**src/hdl/tdq_pkg.sv**
```systemverilog
// ---------------------------------------------------------------------------
// Timer queue package
// Types and codes shared by the sorted deadline timer queue and its cells.
// ---------------------------------------------------------------------------
package tdq_pkg;

   localparam logic [1:0] OP_ADD    = 2'd0;
   localparam logic [1:0] OP_DELETE = 2'd1;
   localparam logic [1:0] OP_EXPIRE = 2'd2;
   localparam logic [1:0] OP_QUERY  = 2'd3;

   localparam logic [2:0] KIND_ADDED   = 3'd0;
   localparam logic [2:0] KIND_FULL    = 3'd1;
   localparam logic [2:0] KIND_DELETE  = 3'd2;
   localparam logic [2:0] KIND_EXPIRED = 3'd3;
   localparam logic [2:0] KIND_NONE    = 3'd4;
   localparam logic [2:0] KIND_SLEEP   = 3'd5;

   // Upper bound on timers popped by one expire command.
   localparam int MAX_RESULTS = 32;
   localparam int CNT_W       = $clog2(MAX_RESULTS);

   typedef struct packed {
      logic [1:0]  opcode;
      logic [31:0] now_ms;
      logic [23:0] delay_ms;
      logic [31:0] target_id;
      logic [31:0] target_deadline;
   } req_type;

   typedef struct packed {
      logic [2:0]  kind;
      logic [31:0] timer_id;
      logic [31:0] deadline;
      logic        found;
      logic [31:0] sleep_ms;
      logic        queue_empty;
      logic        last;
   } rsp_type;

   typedef struct packed {
      logic        valid;
      logic [31:0] deadline;
      logic [31:0] ident;
   } entry_type;

   // Broadcast from the controller to every cell.
   typedef struct packed {
      logic        insert;
      logic        remove;
      logic [31:0] deadline;
      logic [31:0] ident;
   } cell_ctrl_type;

endpackage

```
**src/hdl/tdq_cell.sv**
```systemverilog
// ---------------------------------------------------------------------------
// Timer queue cell
// One slot of the sorted chain; compares the broadcast key with its own entry
// and takes the entry of a neighbor when the chain shifts.
// ---------------------------------------------------------------------------
module tdq_cell (
   input  logic                   clock,
   input  logic                   reset,
   input  tdq_pkg::cell_ctrl_type ctrl,
   input  tdq_pkg::entry_type     left_entry,
   input  logic                   left_ahead,
   input  tdq_pkg::entry_type     right_entry,
   input  logic                   shift_in,
   output tdq_pkg::entry_type     entry,
   output logic                   key_ahead,
   output logic                   shift_out
);

   tdq_pkg::entry_type entry_ff;
   tdq_pkg::entry_type entry_in;
   logic               match;

   always_comb begin
      key_ahead = !entry_ff.valid
               || (ctrl.deadline < entry_ff.deadline)
               || ((ctrl.deadline == entry_ff.deadline) && (ctrl.ident < entry_ff.ident));
      match = entry_ff.valid && (ctrl.deadline == entry_ff.deadline)
            && (ctrl.ident == entry_ff.ident);
      shift_out = shift_in | match;

      entry_in = entry_ff;
      if (ctrl.insert && key_ahead) begin
         // The first cell that sorts after the key takes it; the rest shift right.
         if (left_ahead) begin
            entry_in = left_entry;
         end else begin
            entry_in.valid    = 1'b1;
            entry_in.deadline = ctrl.deadline;
            entry_in.ident    = ctrl.ident;
         end
      end else if (ctrl.remove && shift_out) begin
         entry_in = right_entry;
      end
   end

   always_ff @(posedge clock) begin
      if (reset) begin
         entry_ff.valid <= 1'b0;
      end else begin
         entry_ff <= entry_in;
      end
   end

   assign entry = entry_ff;

endmodule

```
**config.mk**
```make
export PLATFORM = sky130hd
export DESIGN_NAME = tdq_cell
export DESIGN_NICKNAME = d
export VERILOG_FILES = /design/src/hdl/tdq_pkg.sv /design/src/hdl/tdq_cell.sv
export SDC_FILE = /design/constraint.sdc
export NUM_CORES = 1
export LEC_CHECK = 0
export ABC_AREA = 0
export BUFFER_PORTS_ARGS = -buffer_cell sky130_fd_sc_hd__buf_2
export CAP_MARGIN = 20
export CORE_UTILIZATION = 43
export DETAILED_ROUTE_END_ITERATION = 16
export PLACE_DENSITY = 0.79
export SLEW_MARGIN = 20
export SYNTH_ARGS = -nofsm -noshare
export SYNTH_HDL_FRONTEND = slang
export SYNTH_SLANG_ARGS = --single-unit
```
**constraint.sdc**
```tcl
create_clock -name clock -period 6.7 [get_ports clock]
set_input_delay 1.34 -clock clock [delete_from_list [all_inputs] [get_ports clock]]
set_output_delay 1.34 -clock clock [all_outputs]
set_load 0.1 [all_outputs]
```
==> key figures, run 1 <==
Critical path
  – CP Class: input port to output pin
  – Critical Path Fanout Max: 3
  – CP peak stage delay: 430 ps
  – Slowest CP cell: buf_2
  – CP Capture Type: output pin
  – Crit path buf inv count: 2
  – Delay-heaviest family, CP: compound AO/OA/AOI/OAI gates
  – Worst reg2reg setup slack: 2610 ps
  – Reg2reg start: entry[14]$_DFFE_PP_
  – CP Cell Sequence: buf_2 -> ha_1 -> a21oi_1 -> o21ai_0 -> a221o_1 -> o31a_1 -> nor4_4 -> nor2_1 -> nand2_1 -> buf_2
  – FF-to-FF End: entry[3]$_DFFE_PP_
  – Crit-path most repeated cell: buf_2
  – Startpoint types: input port
  – Worst path required time: 5360 ps
  – R2R cell count: 10
  – Crit path DAT: 3760 ps

Floorplanning
  – Full die area: 12980 um^2
  – Top Ports: 267
  – DIE WIDTH: 113.9 um
  – Die span in y: 113.9 um
  – Starting Density: 44.46%
  – Row cnt: 40
  – CORE AREA: 12110 um^2

Synthesis
  – Mapped cell area: 5385 um^2
  – Yosys top cell by area: edfxtp_1
  – Sequential element share of the synthesized area: 36.06%
  – Synth area leaders: edfxtp_1, mux2_2, ha_1
  – Avg Cell Area, Syn: 11.84 um^2
  – Syn. warnings: 0
  – Syn Nets: 719
  – Number of distinct library cells after synthesis: 37
  – Area share of the largest cell type after synthesis: 35.69%
  – Seq cells post-synth: 65
  – Cell count after synthesis: 455

Final layout
  – Largest register FFs: 65
  – Fill count: 1025
  – Area occupied by multi-input gates: 3113 um^2
  – Register area: 1942 um^2
  – Antenna cell count: 0
  – Post-route cell area: 7131 um^2
  – Nets: 987
  – Layout cells sized above 1: 56.47%
  – Area Growth Syn to Fin: 32.41%
  – Final Instance Count excl. Fillers: 894

Drt
  – Final Routed Wirelength: 14.33 mm
  – Detail Route Antenna Nets: 0
  – Detailed-route via count: 4582
  – Routed length per instance: 16.03 um
  – Initial DRC Count: 143
  – TritonRoute pass-1 iters: 4
  – Vias per cell: 5.125
  – Post-route DRC: 0

Place
  – Placed inst area: 6885 um^2
  – PortBufs: 266
  – Dpl ws: 1540 ps
  – Detailed Place HPWL: 11.56 mm
  – Placed Cells incl. Taps: 880
  – Routability cong.: 0.7997

Timing
  – Slew Viols, Final: 0
  – Period utilization: 76.05%
  – Max Freq: 196.3 MHz
  – Worst setup margin: 1605 ps
  – Setup violations, final: 0
  – TNS Setup: 0 ps
  – Tmin final: 5095 ps
  – Clock Skew: 4.814 ps
  – RSZ-0062 raised after global routing: false
  – Hold violation count in the final report: 0
  – Max-Slew Margin vs Limit: 31.82%
  – Slew @ Worst Pin: 1023 ps

Clock tree
  – CTS tree: built
  – Total CTS buffers: 9
  – Clock-pin slew on the worst setup and hold paths: 50 ps
  – Postcts setup bufs: 0
  – Post-CTS Hold Buffers: 0
  – Worst-Skew Late Latency: 330 ps
  – Clk buf depth: 2
  – # clock sinks: 65
  – CTS resizes: 0
  – CTS H-Tree Depth: 3
  – Clock Tree Root: clkbuf_16

Global route
  – First-pass GRT wire length: 22.25 mm
  – Initial antenna violation count: 1
  – Vias in the first global route: 4697
  – All-Layer GR Usage: 22.39%
  – Grt ovf: 0
  – Largest net degree at the start of global routing: 68

Power and ir drop
  – Worst VDD drop: 0.1709 mV
  – Lkg Pwr: 3.584 nW
  – Pwr/cell area: 206.7 nW/um^2

Min path
  – Hold/Removal Path Class: flop to flop
  – Hold Path Depth: 3
  – Worst Hold Path EP: entry[64]$_SDFFE_PP0P_
  – Worst hold start: entry[64]$_SDFFE_PP0P_

Run status
  – Status: completed

Flow run
  – Max Cap Viol: 0
metal layers:
metal	global-route usage (%)	part of all wire, %	vias up
met5	0	0.091	-
met4	9.177	2.3	2
met3	4.729	5.7	25
met2	41.99	53	175
met1	24.39	39	2152
li1	-	-	2228
logic make-up (layout without fill, tap and decap cells):
kind of cell / Yosys count / in the layout / share of synthesized area, %
AO/OA/AOI/OAI: 54 / 54 / 6.250
adder cells (fa/ha/maj): 64 / 64 / 14.87
buffers and inverters: 81 / 352 / 6.505
flip-flops: 65 / 65 / 36.06
multiplexers: 126 / 126 / 29.76
AND/OR/NAND/NOR: 65 / 65 / 6.552
cells in the mapped netlist:
cell,number
a211o_1,1
a211oi_1,2
a21boi_0,1
a21o_1,3
a21oi_1,27
a221o_1,3
a221oi_1,1
a311o_1,1
and3_1,1
and4_1,1
buf_2,1
buf_6,6
clkbuf_1,7
dfxtp_1,1
edfxtp_1,64
ha_1,64
inv_1,67
mux2_2,77
mux2_4,49
nand2_1,17
nand2b_1,2
nand3_1,8
nand3b_1,1
nand4_1,14
nor2_1,9
nor2b_1,2
nor3_1,2
nor4_1,5
nor4_4,1
nor4bb_1,1
o211a_1,1
o211ai_1,2
o21ai_0,9
o21bai_1,1
o31a_1,1
o31ai_2,1
or4_1,1
layout make-up:
class,instances,area share [%]
Multi-Input combinational cell,309,43.66
Inverter,67,3.527
Sequential cell,65,27.23
Tap cell,168,2.948
Clock inverter,1,0.07019
Clock buffer,13,3.369
Timing Repair Buffer,271,19.20
power breakdown:
part / switching (mW) / internal (mW)
logic: 0.365 / 0.195
registers: 0.0152 / 0.490
clock network: 0.162 / 0.246
total: 0.543 / 0.931
worst max-delay path by stage:
stage	slack [ps]	cells past startpoint	to	startpoint
floorplan	390	7	entry[0]$_DFFE_PP_	ctrl[62]
global placement	1490	10	entry[3]$_DFFE_PP_	ctrl[14]
detailed placement	1540	10	key_ahead	ctrl[7]
CTS	1540	10	key_ahead	ctrl[7]
global route	1430	10	key_ahead	ctrl[5]
finish	1600	10	key_ahead	ctrl[7]
worst min-delay path: stages, from the launching register on:
cell and delay, ps:
dfxtp_1 360, nor2_1 120, nor4_1 50, o211a_1 120
layout by cell type, fill, tap and decap left out, types with 2 or more instances in the layout:
cell,synthesis,routed
inv_1,67,67
ha_1,64,64
mux2_2,77,77
nand2_1,17,17
o21ai_0,9,9
a21o_1,3,3
nor4_1,5,5
clkbuf_1,7,4
nand4_1,14,14
nor3_1,2,2
a221o_1,3,3
o211ai_1,2,2
nand3_1,8,8
buf_4,0,5
buf_2,1,266
edfxtp_1,64,64
a21oi_1,27,26
nor2_1,9,9
nor2b_1,2,2
nand2b_1,2,2
a211oi_1,2,2
clkbuf_16,0,9
mux2_4,49,49
through the flow:
stage / hold WS, ps / utilization, % / power, mW
2_1_floorplan: 1066 / - / 0.9381
3_3_place_gp: 661.6 / 56.85 / 1.058
3_5_place_dp: 687.0 / 56.85 / 1.075
4_1_cts: 699.0 / 58.87 / 1.489
5_1_grt: 741.6 / 58.87 / 1.540
6_report: 694.1 / 58.87 / 1.474
Power figures use the tool's default switching activity.
==> run 2, diff against run 1 <==
ABC_AREA = 1   (was 0)
CORE_UTILIZATION = 47   (was 43)
PLACE_DENSITY = 0.82   (was 0.79)
clock period = 4.95 ns   (was 6.7 ns; I/O delays follow)
==> key figures, run 2 <==
Synthesis
  – Count leader, synth: nor2_1
  – Mapped cell area: 5326 um^2 (-1.1%)
  – Number of distinct library cells after synthesis: 26 (-30%)
  – Seq cells post-synth: 65 (unchanged)
  – Cell count after synthesis: 656 (+44%)
  – Syn. warnings: 0 (unchanged)
  – Synth async-reset ratio: 0% (unchanged)
  – Avg Cell Area, Syn: 8.119 um^2 (-31%)
  – Yosys top cell by area: edfxtp_1
  – Syn Nets: 920 (+28%)
  – Synth Flop Type: edfxtp_1
  – Area share of the largest cell type after synthesis: 36.08% (+0.39 points)
  – Synth area leaders: edfxtp_1, ha_1, nor2_1
  – Number of flops mapped to enable cells by yosys: 64 (unchanged)
  – Sequential element share of the synthesized area: 36.46% (+0.40 points)
  – Most frequent cells after synthesis: nor2_1, nand2_1, inv_1, edfxtp_1, ha_1

Final layout
  – Area occupied by multi-input gates: 2920 um^2 (-6.2%)
  – Register area: 1942 um^2 (unchanged)
  – Nets: 1173 (+19%)
  – Leading cell types in the layout, fill and taps excluded: buf_2, nor2_1, nand2_1
  – Area Growth Syn to Fin: 31.45%
  – Commonest non-fill, non-tap cell in the layout: buf_2
  – Core Util, Final: 64.03% (+5.2 points)
  – Final Instance Count excl. Fillers: 1054 (+18%)
  – Largest register FFs: 65 (unchanged)
  – Post-route cell area: 7002 um^2 (-1.8%)
  – Fill count: 971 (-5.3%)
  – Antenna cell count: 0 (unchanged)
  – Layout cells sized above 1: 35.78% (-21 points)

Place
  – Placed inst area: 6721 um^2 (-2.4%)
  – PortBufs: 266 (unchanged)
  – Dpl ws: 1170 ps (-369.2 ps)
  – Routability cong.: 0.8044 (+0.59%)
  – Detailed Place HPWL: 11.11 mm (-3.9%)
  – Placed Cells incl. Taps: 1038 (+18%)

Timing
  – Tmin final: 3769 ps
  – Setup violations, final: 0 (unchanged)
  – Hold violation count in the final report: 0 (unchanged)
  – Max-Slew Margin vs Limit: 50.87% (+19 points)
  – Max Freq: 265.3 MHz
  – Slew Viols, Final: 0 (unchanged)
  – Worst setup margin: 1181 ps (-424.1 ps)
  – Clock Skew: 8.014 ps (+3.199 ps)
  – RSZ-0062 raised after global routing: false
  – Slew @ Worst Pin: 737.0 ps (-285.7 ps)
  – Period utilization: 76.15%
  – TNS Setup: 0 ps (unchanged)
  – Fin Hold WS: 623.1 ps (-71.04 ps)

Floorplanning
  – CORE AREA: 10940 um^2 (-9.7%)
  – Top Ports: 267 (unchanged)
  – Row cnt: 38 (-5.0%)
  – DIE WIDTH: 108.5 um (-4.8%)
  – Die span in y: 108.5 um (-4.8%)
  – Starting Density: 48.71% (+4.2 points)
  – Full die area: 11760 um^2 (-9.3%)

Clock tree
  – Clock-pin slew on the worst setup and hold paths: 60 ps (about the same)
  – Clk buf depth: 2 (unchanged)
  – CTS tree: built
  – Clock Tree Root: clkbuf_16
  – CTS resizes: 0 (unchanged)
  – Total CTS buffers: 9 (unchanged)
  – # clock sinks: 65 (unchanged)
  – Worst-Skew Late Latency: 320 ps (about the same)
  – Post-CTS Hold Buffers: 0 (unchanged)
  – CTS H-Tree Depth: 3 (unchanged)
  – Postcts setup bufs: 0 (unchanged)

Global route
  – Grt ovf: 0 (unchanged)
  – Initial antenna violation count: 0 (-1)
  – All-Layer GR Usage: 25.17% (+2.8 points)
  – Vias in the first global route: 5083 (+8.2%)
  – First-pass GRT wire length: 23.00 mm (+3.4%)
  – Largest net degree at the start of global routing: 131 (+93%)

Power and ir drop
  – Lkg Pwr: 3.656 nW (+2.0%)
  – Combinational Power Share: 36.8% (-1.2 points)
  – Sequential share of power: 33.3% (-1.0 points)
  – Worst VDD drop: 0.1703 mV (-0.34%)
  – Clock power share: 29.8% (+2.1 points)
  – Sw Ratio: 39.04% (+2.2 points)
  – Pwr/cell area: 295.1 nW/um^2 (+43%)
  – Int Pwr: 1.260 mW (+35%)
  – P_sw: 0.8065 mW (+49%)
  – Total power: 2.066 mW (+40%)

Drt
  – TritonRoute pass-1 iters: 5 (+1)
  – Final Routed Wirelength: 14.71 mm (+2.7%)
  – Detailed-route via count: 5350 (+17%)
  – Top sig layer: met4
  – Met1 Routed Length: 6.172 mm (+9.8%)
  – Initial DRC Count: 248 (+73%)
  – Detail Route Antenna Nets: 0 (unchanged)
  – Post-route DRC: 0 (unchanged)
  – Met3 wire length: 925 um (+14%)
  – Met2 wire length: 7.285 mm (-3.7%)
  – Vias per cell: 5.076 (-0.96%)
  – Routed length per instance: 13.96 um (-13%)

Critical path
  – CP Capture Type: output pin
  – CP Cell Sequence: buf_2 -> ha_1 -> nand2_1 -> nor2_1 -> nand4_1 -> nor3_1 -> a21o_1 -> buf_2
  – CP peak stage delay: 430 ps (about the same)
  – CP Class: input port to output pin
  – Slowest CP cell: buf_2
  – Worst path required time: 3960 ps (-1400 ps)
  – Startpoint types: input port
  – Crit path DAT: 2780 ps (-980 ps)
  – Critical Path Fanout Max: 3 (unchanged)
  – Crit-path most repeated cell: buf_2

Min path
  – Hold/Removal Path Class: flop to flop

Flow run
  – Max Cap Viol: 0 (unchanged)

Run status
  – Status: completed
-- run 2: changes by cell type after synthesis, sizes merged, moves of 3 or more --
cell / previous run / this run
clkbuf: 7 / 16
nor4: 6 / 0
inv: 67 / 82
nand4: 14 / 7
a221o: 3 / 0
nand2: 17 / 143
mux2: 126 / 0
o31ai: 1 / 64
nor2: 9 / 151
o21ai: 9 / 5
buf: 7 / 12
-- run 2: worst paths after layout --
path / cells past startpoint / slack [ps] / startpoint / end
max: 8 / 1180 / ctrl[39] / shift_out
min: 3 / 620 / entry[64]$_SDFFE_PP0P_ / entry[64]$_SDFFE_PP0P_
max reg2reg: 13 / 2110 / entry[63]$_DFFE_PP_ / entry[36]$_DFFE_PP_
min reg2reg: 3 / 620 / entry[64]$_SDFFE_PP0P_ / entry[64]$_SDFFE_PP0P_
-- run 2: logic make-up (layout without fill, tap and decap cells) --
kind of cell             count (synthesis)  count (layout)  share of synthesized area [%]
AO/OA/AOI/OAI                          101             101                          16.11
adder cells (fa/ha/maj)                 64              64                          15.03
buffers and inverters                  110             368                          8.950
flip-flops                              65              65                          36.46
AND/OR/NAND/NOR                        316             316                          23.44
-- run 2: power by group through the flow --
stage	Sequential, mW	Combinational (mW)	Clock [mW]
finish	0.688	0.761	0.617
global route	0.693	0.826	0.654
CTS	0.688	0.763	0.631
detailed placement	0.699	0.761	0
global placement	0.697	0.747	0
floorplan	0.990	0.286	0
-- run 2: per-layer routing --
metal	vias to the layer above	GRT usage, %
met4	0	9.459
li1	2704	-
met3	24	4.822
met5	-	0
met1	2412	29.18
met2	210	45.57
-- run 2: area by class of cell --
cell class                      instances  share of cell area, %
Clock buffer                           12                  3.377
Inverter                               82                  4.432
Tap cell                              140                  2.502
Clock inverter                          4                 0.6254
Timing Repair Buffer                  270                  19.62
Sequential cell                        65                  27.73
Multi-Input combinational cell        481                  41.71
-- run 2: critical path: cells and delay by family --
kind            cells  cell delay [ps]
compound gates      1              190
fa+ha+maj           1              280
buf+inv             2              540
simple gates        4              770
